--- config.mk ---
export PLATFORM = sky130hd
export DESIGN_NAME = compacting_set_store_unit
export DESIGN_NICKNAME = d
export VERILOG_FILES = /design/src/rtl/css_pkg.sv /design/src/rtl/compacting_set_store_unit.sv /design/src/rtl/css_dpath.sv /design/src/rtl/css_ctrl.sv
export SDC_FILE = /design/constraint.sdc
export NUM_CORES = 1
export LEC_CHECK = 0
export ABC_CLOCK_PERIOD_IN_PS = 7600
export BUFFER_PORTS_ARGS = -buffer_cell sky130_fd_sc_hd__buf_4
export CORE_MARGIN = 2
export CORE_UTILIZATION = 40
export CTS_CLUSTER_DIAMETER = 150
export DETAILED_ROUTE_END_ITERATION = 16
export SLEW_MARGIN = 20
export SYNTH_ARGS = -nofsm -noshare
export SYNTH_HDL_FRONTEND = slang
export SYNTH_HIERARCHICAL = 1
export SYNTH_SLANG_ARGS = --single-unit
--- constraint.sdc ---
create_clock -name i_clk -period 7.6 [get_ports i_clk]
set_input_delay 0 -clock i_clk [delete_from_list [all_inputs] [get_ports i_clk]]
set_output_delay 0 -clock i_clk [all_outputs]
set_load 0.01 [all_outputs]
--- src/rtl/css_pkg.sv ---
package css_pkg;

    localparam int DEPTH_DEFAULT = 16;

    localparam int CMD_W = 2;
    localparam int VAL_W = 32;
    localparam int POS_W = 4;
    localparam int CNT_W = 5;
    localparam int CAP_W = 5;

    localparam logic [CAP_W-1:0] CAP_RESET = 5'd16;

    typedef enum logic [CMD_W-1:0] {
        CMD_ADD    = 2'd0,
        CMD_REMOVE = 2'd1,
        CMD_SEARCH = 2'd2
    } t_cmd;

    typedef enum logic [2:0] {
        ST_IDLE,
        ST_DECODE,
        ST_SCAN,
        ST_SHIFT,
        ST_DONE
    } t_state;

    typedef struct packed {
        logic [CMD_W-1:0]        command;
        logic signed [VAL_W-1:0] element_value;
    } t_in_item;

    typedef struct packed {
        logic             ok;
        logic [POS_W-1:0] position;
        logic [CNT_W-1:0] count;
        logic             full_res;
        logic             empty_res;
    } t_result;

    // Commands from the controller to the datapath.
    typedef struct packed {
        logic load;
        logic add;
        logic walk;
        logic shift;
        logic found;
        logic dec;
    } t_dp_ctrl;

    // Status from the datapath to the controller.
    typedef struct packed {
        logic [CMD_W-1:0] cmd;
        logic             can_add;
        logic             hit;
        logic             ptr_end;
        logic             lag_vld;
    } t_dp_stat;

endpackage

--- src/rtl/compacting_set_store_unit.sv ---
// Bounded store of signed 32-bit values packed from index 0, with add, remove
// (first match, later entries compacted down) and search. A command is taken
// when start is high and busy is low; its single result appears on o_result
// for exactly one cycle with o_done high and must be captured then, as the
// block cannot be held off. A search or remove walks the entries through the
// single read port of the store, one entry per cycle. The capacity register
// is written through the cfg channel, which is ready whenever busy is low;
// the effective capacity is the lesser of it and the store depth.
module compacting_set_store_unit
    import css_pkg::*;
#(
    parameter int DEPTH = DEPTH_DEFAULT
) (
    input  logic             i_clk,
    input  logic             i_rst_n,
    input  logic             start,
    input  t_in_item         i_item,
    output logic             busy,
    output logic             o_done,
    output t_result          o_result,
    input  logic             i_cfg_valid,
    input  logic [CAP_W-1:0] i_cfg_data,
    output logic             o_cfg_ready
);

    t_dp_ctrl dp_ctrl;
    t_dp_stat dp_stat;
    logic     cfg_we;

    assign o_cfg_ready = ~busy;
    assign cfg_we      = i_cfg_valid & o_cfg_ready;

    css_ctrl u_ctrl (
        .i_clk   (i_clk),
        .i_rst_n (i_rst_n),
        .i_start (start),
        .i_stat  (dp_stat),
        .o_ctrl  (dp_ctrl),
        .o_busy  (busy),
        .o_done  (o_done)
    );

    css_dpath #(
        .DEPTH (DEPTH)
    ) u_dpath (
        .i_clk      (i_clk),
        .i_rst_n    (i_rst_n),
        .i_item     (i_item),
        .i_cfg_we   (cfg_we),
        .i_cfg_data (i_cfg_data),
        .i_ctrl     (dp_ctrl),
        .o_stat     (dp_stat),
        .o_result   (o_result)
    );

endmodule

--- src/rtl/css_dpath.sv ---
module css_dpath
    import css_pkg::*;
#(
    parameter int DEPTH = DEPTH_DEFAULT
) (
    input  logic             i_clk,
    input  logic             i_rst_n,
    input  t_in_item         i_item,
    input  logic             i_cfg_we,
    input  logic [CAP_W-1:0] i_cfg_data,
    input  t_dp_ctrl         i_ctrl,
    output t_dp_stat         o_stat,
    output t_result          o_result
);

    localparam int AW = (DEPTH > 1) ? $clog2(DEPTH) : 1;
    localparam int CW = $clog2(DEPTH + 1);
    localparam int MW = (CW > CAP_W) ? CW : CAP_W;
    localparam int PW = (AW > POS_W) ? AW : POS_W;

    logic signed [VAL_W-1:0] mem [DEPTH];
    logic signed [VAL_W-1:0] r_rdata;
    logic signed [VAL_W-1:0] r_value;
    logic [CMD_W-1:0]        r_cmd;
    logic [CW-1:0]           r_count;
    logic [CW-1:0]           n_count;
    logic [CW-1:0]           r_ptr;
    logic [CW-1:0]           r_lag;
    logic                    r_lag_vld;
    logic                    r_ok;
    logic [AW-1:0]           r_pos;
    logic [CAP_W-1:0]        r_cap;

    logic [MW-1:0]           count_ext;
    logic [MW-1:0]           cap_ext;
    logic [MW-1:0]           depth_ext;
    logic [PW-1:0]           pos_ext;
    logic [CW-1:0]           lag_m1;
    logic                    mem_we;
    logic [AW-1:0]           mem_waddr;
    logic signed [VAL_W-1:0] mem_wdata;
    logic                    ptr_end;
    logic                    hit;

    assign count_ext = MW'(r_count);
    assign cap_ext   = MW'(r_cap);
    assign depth_ext = MW'(DEPTH);
    assign pos_ext   = PW'(r_pos);
    assign lag_m1    = r_lag - CW'(1);
    assign ptr_end   = (r_ptr >= r_count);
    assign hit       = r_lag_vld && (r_rdata == r_value);

    // During compaction the entry read last cycle moves down one place.
    assign mem_we    = i_ctrl.add || (i_ctrl.shift && r_lag_vld);
    assign mem_waddr = i_ctrl.add ? r_count[AW-1:0] : lag_m1[AW-1:0];
    assign mem_wdata = i_ctrl.add ? r_value : r_rdata;

    always_ff @(posedge i_clk) begin
        if (mem_we) begin
            mem[mem_waddr] <= mem_wdata;
        end
        r_rdata <= mem[r_ptr[AW-1:0]];
    end

    always_ff @(posedge i_clk) begin
        if (i_ctrl.load) begin
            r_value <= i_item.element_value;
            r_cmd   <= i_item.command;
        end
    end

    always_comb begin
        n_count = r_count;
        priority if (i_ctrl.add) begin
            n_count = r_count + CW'(1);
        end else if (i_ctrl.dec) begin
            n_count = r_count - CW'(1);
        end
    end

    always_ff @(posedge i_clk) begin
        if (!i_rst_n) begin
            r_count   <= '0;
            r_cap     <= CAP_RESET;
            r_ptr     <= '0;
            r_lag     <= '0;
            r_lag_vld <= 1'b0;
            r_ok      <= 1'b0;
            r_pos     <= '0;
        end else begin
            r_count <= n_count;
            if (i_cfg_we) begin
                r_cap <= i_cfg_data;
            end
            if (i_ctrl.load) begin
                r_ptr     <= '0;
                r_lag_vld <= 1'b0;
                r_ok      <= 1'b0;
                r_pos     <= '0;
            end else begin
                if (i_ctrl.walk) begin
                    if (!ptr_end) begin
                        r_ptr     <= r_ptr + CW'(1);
                        r_lag     <= r_ptr;
                        r_lag_vld <= 1'b1;
                    end else begin
                        r_lag_vld <= 1'b0;
                    end
                end
                if (i_ctrl.add) begin
                    r_ok  <= 1'b1;
                    r_pos <= r_count[AW-1:0];
                end else if (i_ctrl.found) begin
                    r_ok  <= 1'b1;
                    r_pos <= r_lag[AW-1:0];
                end
            end
        end
    end

    assign o_stat.cmd     = r_cmd;
    assign o_stat.can_add = (count_ext < cap_ext) && (count_ext < depth_ext);
    assign o_stat.hit     = hit;
    assign o_stat.ptr_end = ptr_end;
    assign o_stat.lag_vld = r_lag_vld;

    assign o_result.ok        = r_ok;
    assign o_result.position  = pos_ext[POS_W-1:0];
    assign o_result.count     = count_ext[CNT_W-1:0];
    assign o_result.full_res  = (count_ext >= cap_ext) || (count_ext >= depth_ext);
    assign o_result.empty_res = (r_count == '0);

endmodule

--- src/rtl/css_ctrl.sv ---
module css_ctrl
    import css_pkg::*;
(
    input  logic     i_clk,
    input  logic     i_rst_n,
    input  logic     i_start,
    input  t_dp_stat i_stat,
    output t_dp_ctrl o_ctrl,
    output logic     o_busy,
    output logic     o_done
);

    t_state r_state;
    t_state n_state;

    always_ff @(posedge i_clk) begin
        if (!i_rst_n) begin
            r_state <= ST_IDLE;
        end else begin
            r_state <= n_state;
        end
    end

    always_comb begin
        n_state = r_state;
        unique case (r_state)
            ST_IDLE: begin
                if (i_start) begin
                    n_state = ST_DECODE;
                end
            end
            ST_DECODE: begin
                unique case (i_stat.cmd)
                    CMD_REMOVE,
                    CMD_SEARCH: n_state = ST_SCAN;
                    default:    n_state = ST_DONE;
                endcase
            end
            ST_SCAN: begin
                priority if (i_stat.hit) begin
                    n_state = (i_stat.cmd == CMD_REMOVE) ? ST_SHIFT : ST_DONE;
                end else if (i_stat.ptr_end) begin
                    n_state = ST_DONE;
                end
            end
            ST_SHIFT: begin
                if (i_stat.ptr_end && !i_stat.lag_vld) begin
                    n_state = ST_DONE;
                end
            end
            ST_DONE: begin
                n_state = ST_IDLE;
            end
            default: begin
                n_state = ST_IDLE;
            end
        endcase
    end

    always_comb begin
        o_ctrl = '0;
        unique case (r_state)
            ST_IDLE: begin
                o_ctrl.load = i_start;
            end
            ST_DECODE: begin
                o_ctrl.add = (i_stat.cmd == CMD_ADD) && i_stat.can_add;
            end
            ST_SCAN: begin
                // The read of the entry after a hit is issued here, so
                // compaction starts with its data already on hand.
                o_ctrl.walk  = 1'b1;
                o_ctrl.found = i_stat.hit;
            end
            ST_SHIFT: begin
                o_ctrl.walk  = 1'b1;
                o_ctrl.shift = 1'b1;
                o_ctrl.dec   = i_stat.ptr_end && !i_stat.lag_vld;
            end
            ST_DONE: begin
                o_ctrl = '0;
            end
            default: begin
                o_ctrl = '0;
            end
        endcase
    end

    assign o_busy = (r_state != ST_IDLE);
    assign o_done = (r_state == ST_DONE);

endmodule

==> results.cfg, run 1 <==
[global_route]
grt_start_max_net_pins = 101
grt_pass1_wl_um = 80500
grt_antenna_before_repair = 0
overflow = 0
grt_usage = 0.1820
grt_pass1_vias = 12054

[layout]
fill_cells = 4839
synthToLayoutAreaGrowth_pct = 16.02
multi_input_area_mm2 = 0.005812
seqCellArea_mm2 = 0.01761
drive_above_1_share = 0.2594
n_antenna_cell = 0
final_cell_mix = 546 x edfxtp_1, 128 x mux4_2, 74 x buf_4
layout_commonest_cell = edfxtp_1
num-nets-final = 1396

[logic_synthesis]
synthFlopType = edfxtp_1
synth_warnings = 6
syn_area_mm2 = 0.02375
ys_types = 48
synth_edf_count = 546
synth_xor_area_frac = 0.01327
synth_top_cell_by_area = edfxtp_1
synth_area_per_cell_um2 = 19.76
synth-simple-area-share = 0.02987
syn_nets = 1263
synthDominantCellAreaShare = 0.6902
synth_top_family_by_area = multiplexers
synth_compound_area_frac = 0.03150
synth_fa_ha_area_frac = 0.009797
ys_ff_latch = 606
synth_area_leaders = edfxtp_1 69%, mux4_2 12%, dfxtp_1 5.1%, mux2i_1 1.9%, mux2_2 1.5%
muxShareOfSynthArea = 0.1546
synthArstFlopShare = 0
synth_cells = 1202
seq_area_frac_synth = 0.7408

[routing]
wl_per_cell_um = 25.14
num_vias = 11697
initialDrtViolationCount = 969
dr.pass1.iters = 6
drc_errors = 0
drtAntennaViolNets = 0
routed_wl_um = 54230
via_per_inst = 5.423

[floorplanning]
die_area_mm2 = 0.06135
die_h_um = 247.7
core_area_mm2 = 0.05891
initial_core_util = 0.4032
ioPinCount = 58
die_x_um = 247.7
placementRows = 89

[setup_path]
arrival_ns = 5.94
max_stage_delay_ns = 0.90
r2r_start = u_dpath/count_ext[2]
r2r-end = u_dpath/mem[9][22]
regToRegSetupSlack_ns = 1.94
crit_chain = ha_1 -> a21o_1 -> a21o_1 -> a2111oi_0 -> nand3_1 -> nor3_2 -> buf_4 -> clkinv_1 -> nor2_1 -> or2_2 -> nand2_1 -> nor2_4 -> buf_4
crit_family = buffers and inverters
slowest_stage = a2111oi_0
cp_max_fo = 41
endpoint_kind = register
crit_type = register to register
cp_num_buf_inv = 3
cp.required_ns = 7.88
cp.depth = 13
reg2regPathDepth = 13
startpoint_type = register

[power]
ir_worst_vdd_v = 0.0001818
combPwrFrac = 0.034
power.share.clock = 0.410
finalPower_mw = 6.608
powerDensity_mw_per_mm2 = 239.8
p_int_mw = 5.239
p_sw_mw = 1.370
seqPwrFrac = 0.555
p_sw_frac = 0.2072
cellLeakagePower_nw = 8.618

[placed_design]
io_buffers = 57
gp_congestion = 0.8105
dp_slack_ns = 2.068
dp.final_hpwl_um = 33000

[worst_hold_path]
hold_start = i_item[9]
holdPathStages = 2
min_to = u_dpath/r_value[9]
hold_path.class = input pin to register

[sta]
rsz0062_at_grt = false
fin_ws_ns = 1.938
maxSlewViolCount = 0
hold_viol = 0
setup_viol = 0
worstMarginPinSlew_ns = 1.008
setup_tns_ns = 0
fmax_ghz = 0.1766
fin_skew_ns = 0.01438
relSlewSlack = 0.3104
period_share = 0.7449
post-route-min-period_ns = 5.662

[clocking]
clk_path_buf_depth = 3
insertion_delay_ns = 0.63
cts_made_buffers = 59
cts.sinks = 606
post_cts_buffers = 0
ctsHtreeMaxLevel = 2
cts_tree = built
cts_root_buffer = clkbuf_16
clk_pin_slew_worst_paths_ns = 0.06

[status]
status = finished clean

[flow_run]
drv_cap = 0
==> how the worst max path moves through the flow <==
| stage | to | start |
|---|---|---|
| detailed placement | u_dpath/mem[1][17] | u_dpath/count_ext[2] |
| finish | u_dpath/mem[9][22] | u_dpath/count_ext[2] |
| global placement | u_dpath/mem[11][9] | u_dpath/count_ext[2] |
| floorplan | u_dpath/mem[0][0] | u_dpath/count_ext[2] |
| global route | u_dpath/mem[9][27] | u_dpath/count_ext[2] |
| CTS | u_dpath/mem[1][21] | u_dpath/count_ext[2] |
==> worst register-to-register path, cell delays in order, from the launching register on <==
cell and delay [ns]:
dfxtp_1 0.43, ha_1 0.29, a21o_1 0.16, a21o_1 0.17
a2111oi_0 0.90, nand3_1 0.18, nor3_2 0.14, buf_4 0.57
clkinv_1 0.69, nor2_1 0.39, or2_2 0.18, nand2_1 0.22
nor2_4 0.53, buf_4 0.46
==> registers in the layout, indices dropped and copies added (netlist names) <==
| name | cells |
|---|---|
| u_ctrl/r_state | 3 |
| u_dpath/cap_ext | 5 |
| u_dpath/count_ext | 5 |
| u_dpath/mem | 512 |
| u_dpath/pos_ext | 4 |
| u_dpath/r_cmd | 2 |
| u_dpath/r_lag | 4 |
| u_dpath/r_lag_vld | 1 |
| u_dpath/r_ok | 1 |
| u_dpath/r_ptr | 5 |
| u_dpath/r_rdata | 32 |
| u_dpath/r_value | 32 |
==> final cells by class <==
type                       count  area share
sequential                   606      0.6391
multi-input combinational    507      0.2109
clock buffer                  75     0.05725
timing repair buffer         134     0.04640
tap                          773     0.03509
clock inverter                35    0.007627
inverter                      27    0.003677
==> layer usage <==
| metal | vias to the layer above | part of all wire | global-route usage |
|---|---|---|---|
| met5 | - | 0 | 0 |
| met4 | 0 | 0.017 | 0.04139 |
| met3 | 68 | 0.060 | 0.03590 |
| met2 | 325 | 0.50 | 0.3071 |
| met1 | 6187 | 0.42 | 0.2447 |
| li1 | 5117 | - | - |
==> repair_timing <==
action,4_1_cts,5_1_grt
resized for setup,0,0
hold endpoints to repair,53,0
hold buffers,50,0
==> power by group through the flow <==
stage	logic [mW]	clock network [mW]	registers, mW
floorplan	0.119	0	3.73
global placement	0.200	0	3.74
detailed placement	0.206	0	3.74
CTS	0.230	2.78	3.67
global route	0.249	2.91	3.67
finish	0.228	2.71	3.67
==> cell families (layout without fill, tap and decap cells) <==
kind of cell	Yosys count	after routing
mux	203	203
xor+xnor	36	36
compound gates	113	113
fa+ha+maj	18	18
buf+inv	89	271
flops	606	606
simple gates	137	137
==> cell usage after synthesis, types with 7 or more instances <==
cell type  number
edfxtp_1      546
mux4_2        128
dfxtp_1        60
a21oi_1        46
mux2i_1        44
nor2_1         40
nor2b_1        35
a211oi_1       33
mux2_2         31
xnor2_1        27
clkbuf_1       26
inv_1          26
nand2_1        23
ha_1           17
o21ai_0        14
nand4_1        12
buf_2          11
buf_4          11
xor2_1          9
nand3_1         7
==> metrics by stage <==
| step | area (um2) | cells | utilization | hold WS (ns) |
|---|---|---|---|---|
| floorplan | 23750 | 1202 | - | 0.09887 |
| global placement | 25070 | 1988 | 0.4255 | 0.1786 |
| detailed placement | 25240 | 1996 | 0.4285 | 0.1795 |
| CTS | 27530 | 2156 | 0.4674 | 0.05627 |
| global route | 27560 | 2157 | 0.4678 | 0.06679 |
| finish | 27560 | 2157 | 0.4678 | 0.09301 |
Note: power is estimated with default switching activity, not from simulation.
==> run 2: changes to the inputs <==
ABC_CLOCK_PERIOD_IN_PS = 4700   (was 7600)
clock period = 4.7 ns   (was 7.6 ns; I/O delays follow)
==> run 2 against run 1 <==
Via count shrank 0.24%. Worst setup slack worse by 1.5 ns. Critical path depth fell by 1. Die area stayed put. Global-route usage rose by 0.26 points. Worst hold slack lost 0.050 ns. Combinational power up 65%. Flip-flop and latch count stayed put.
==> results.cfg, run 2 (synthesis gave the netlist of run 1 again) <==
[global_route]
grt_usage = 0.1846
grt_start_max_net_pins = 133
grt_pass1_vias = 11812
grt_pass1_wl_um = 80900
grt_antenna_before_repair = 0
overflow = 0

[clocking]
ctsResizeCount = 0
cts.sinks = 606
ctsHtreeMaxLevel = 2
cts_hold_buf = 50
cts_tree = built
insertion_delay_ns = 0.63
cts_made_buffers = 59
cts_root_buffer = clkbuf_16
clk_path_buf_depth = 3
post_cts_buffers = 0
clk_pin_slew_worst_paths_ns = 0.06

[placed_design]
io_buffers = 57
dp.final_hpwl_um = 34370
gp_congestion = 0.7850
dp_slack_ns = 0.3860
placed_area_mm2 = 0.02541

[worst_hold_path]
hold_path.class = input pin to register

[power]
powerDensity_mw_per_mm2 = 399.7
cellLeakagePower_nw = 8.786
ir_worst_vdd_v = 0.0003139

[sta]
post-route-min-period_ns = 4.281
fin_skew_ns = 0.02273
rsz0062_at_grt = false
worstMarginPinSlew_ns = 0.9236
fmax_ghz = 0.2336
fin_ws_ns = 0.4189
setup_tns_ns = 0
maxSlewViolCount = 0
setup_viol = 0
period_share = 0.9109
relSlewSlack = 0.3802
hold_viol = 0

[setup_path]
crit_chain = ha_1 -> a21o_1 -> a21o_1 -> a2111oi_0 -> nand3_1 -> nor3_2 -> clkinv_1 -> buf_4 -> a21oi_1 -> nand2_1 -> nor2_4 -> buf_4
cp_num_buf_inv = 3
crit_family = simple AND/OR/NAND/NOR gates
max_stage_delay_ns = 0.62
cp_max_fo = 17
slowest_stage = a2111oi_0
arrival_ns = 4.57
endpoint_kind = register
startpoint_type = register
crit_type = register to register
cp.required_ns = 4.99

[routing]
wl_per_cell_um = 25.60
drc_errors = 0
initialDrtViolationCount = 944
dr.pass1.iters = 5
num_vias = 11669
routed_wl_um = 55590
via_per_inst = 5.375
drtAntennaViolNets = 0

[floorplanning]
die_h_um = 247.7
placementRows = 89
ioPinCount = 58
initial_core_util = 0.4032
core_area_mm2 = 0.05891
die_x_um = 247.7
die_area_mm2 = 0.06135

[layout]
n_antenna_cell = 0
top_register = u_dpath/mem
layout_commonest_cell = edfxtp_1
fill_cells = 4829
multi_input_area_mm2 = 0.005816
synthToLayoutAreaGrowth_pct = 17.79
largest_reg_flops = 512
largest_registers = u_dpath/mem: 512 flops, u_dpath/r_rdata: 32 flops, u_dpath/r_value: 32 flops
drive_above_1_share = 0.2790
num-nets-final = 1408
seqCellArea_mm2 = 0.01761
final_util = 0.4750
final_cell_mix = 546 x edfxtp_1, 128 x mux4_2, 80 x buf_4
design_area_mm2 = 0.02798

[status]
status = finished clean

[flow_run]
drv_cap = 0
run 2: cell types whose count changed in the layout (fill, tap and decap cells not counted), sizes merged:
cell      delta
buf         +12
bufinv       +7
clkbuf       -4
clkinv      -11
clkinvlp    +10
run 2: layout make-up:
class                           instances  area share
Sequential cell                       606      0.6294
Multi-Input combinational cell        507      0.2078
Clock buffer                           71     0.05585
Timing Repair Buffer                  146     0.05241
Tap cell                              773     0.03457
Clock inverter                         41     0.01628
Inverter                               27    0.003622
run 2: tightest hold or removal path: cells and delay by family:
family        cells  cell delay, ns
buf+inv           2            0.34
simple gates      1            0.12
run 2: per-layer routing:
| layer | part of all wire | up-vias | track usage |
|---|---|---|---|
| met2 | 0.49 | 300 | 0.3055 |
| li1 | - | 5150 | - |
| met1 | 0.43 | 6150 | 0.2552 |
| met5 | 0 | - | 0 |
| met3 | 0.051 | 69 | 0.02801 |
| met4 | 0.022 | 0 | 0.05143 |
run 2: power breakdown:
| part | leakage (nW) | total (mW) | internal (mW) | switching, mW |
|---|---|---|---|---|
| sequential | 5.43 | 5.93 | 5.89 | 0.0448 |
| combinational | 2.40 | 0.377 | 0.163 | 0.213 |
| clock | 0.962 | 4.87 | 2.82 | 2.05 |
| total | 8.79 | 11.2 | 8.87 | 2.31 |
run 2: per-stage QoR:
| stage | total power [mW] | cells | hold WS, ns |
|---|---|---|---|
| 4_1_cts | 11.29 | 2169 | 0.03783 |
| 3_5_place_dp | 6.389 | 2007 | 0.1793 |
| 3_3_place_gp | 6.383 | 2001 | 0.1789 |
| 6_report | 11.18 | 2171 | 0.04263 |
| 2_1_floorplan | 6.222 | 1202 | 0.09887 |
| 5_1_grt | 11.53 | 2171 | 0.05779 |
run 2: worst paths after layout:
path | start | end | slack (ns) | cells after the start
worst max register to register | u_dpath/count_ext[2] | u_dpath/mem[3][20] | 0.42 | 12
worst min-delay path | start | u_dpath/r_cmd[0] | 0.04 | 3
worst min register to register | u_dpath/r_ok | u_dpath/r_ok | 0.49 | 2
worst max-delay path | u_dpath/count_ext[2] | u_dpath/mem[3][20] | 0.42 | 12
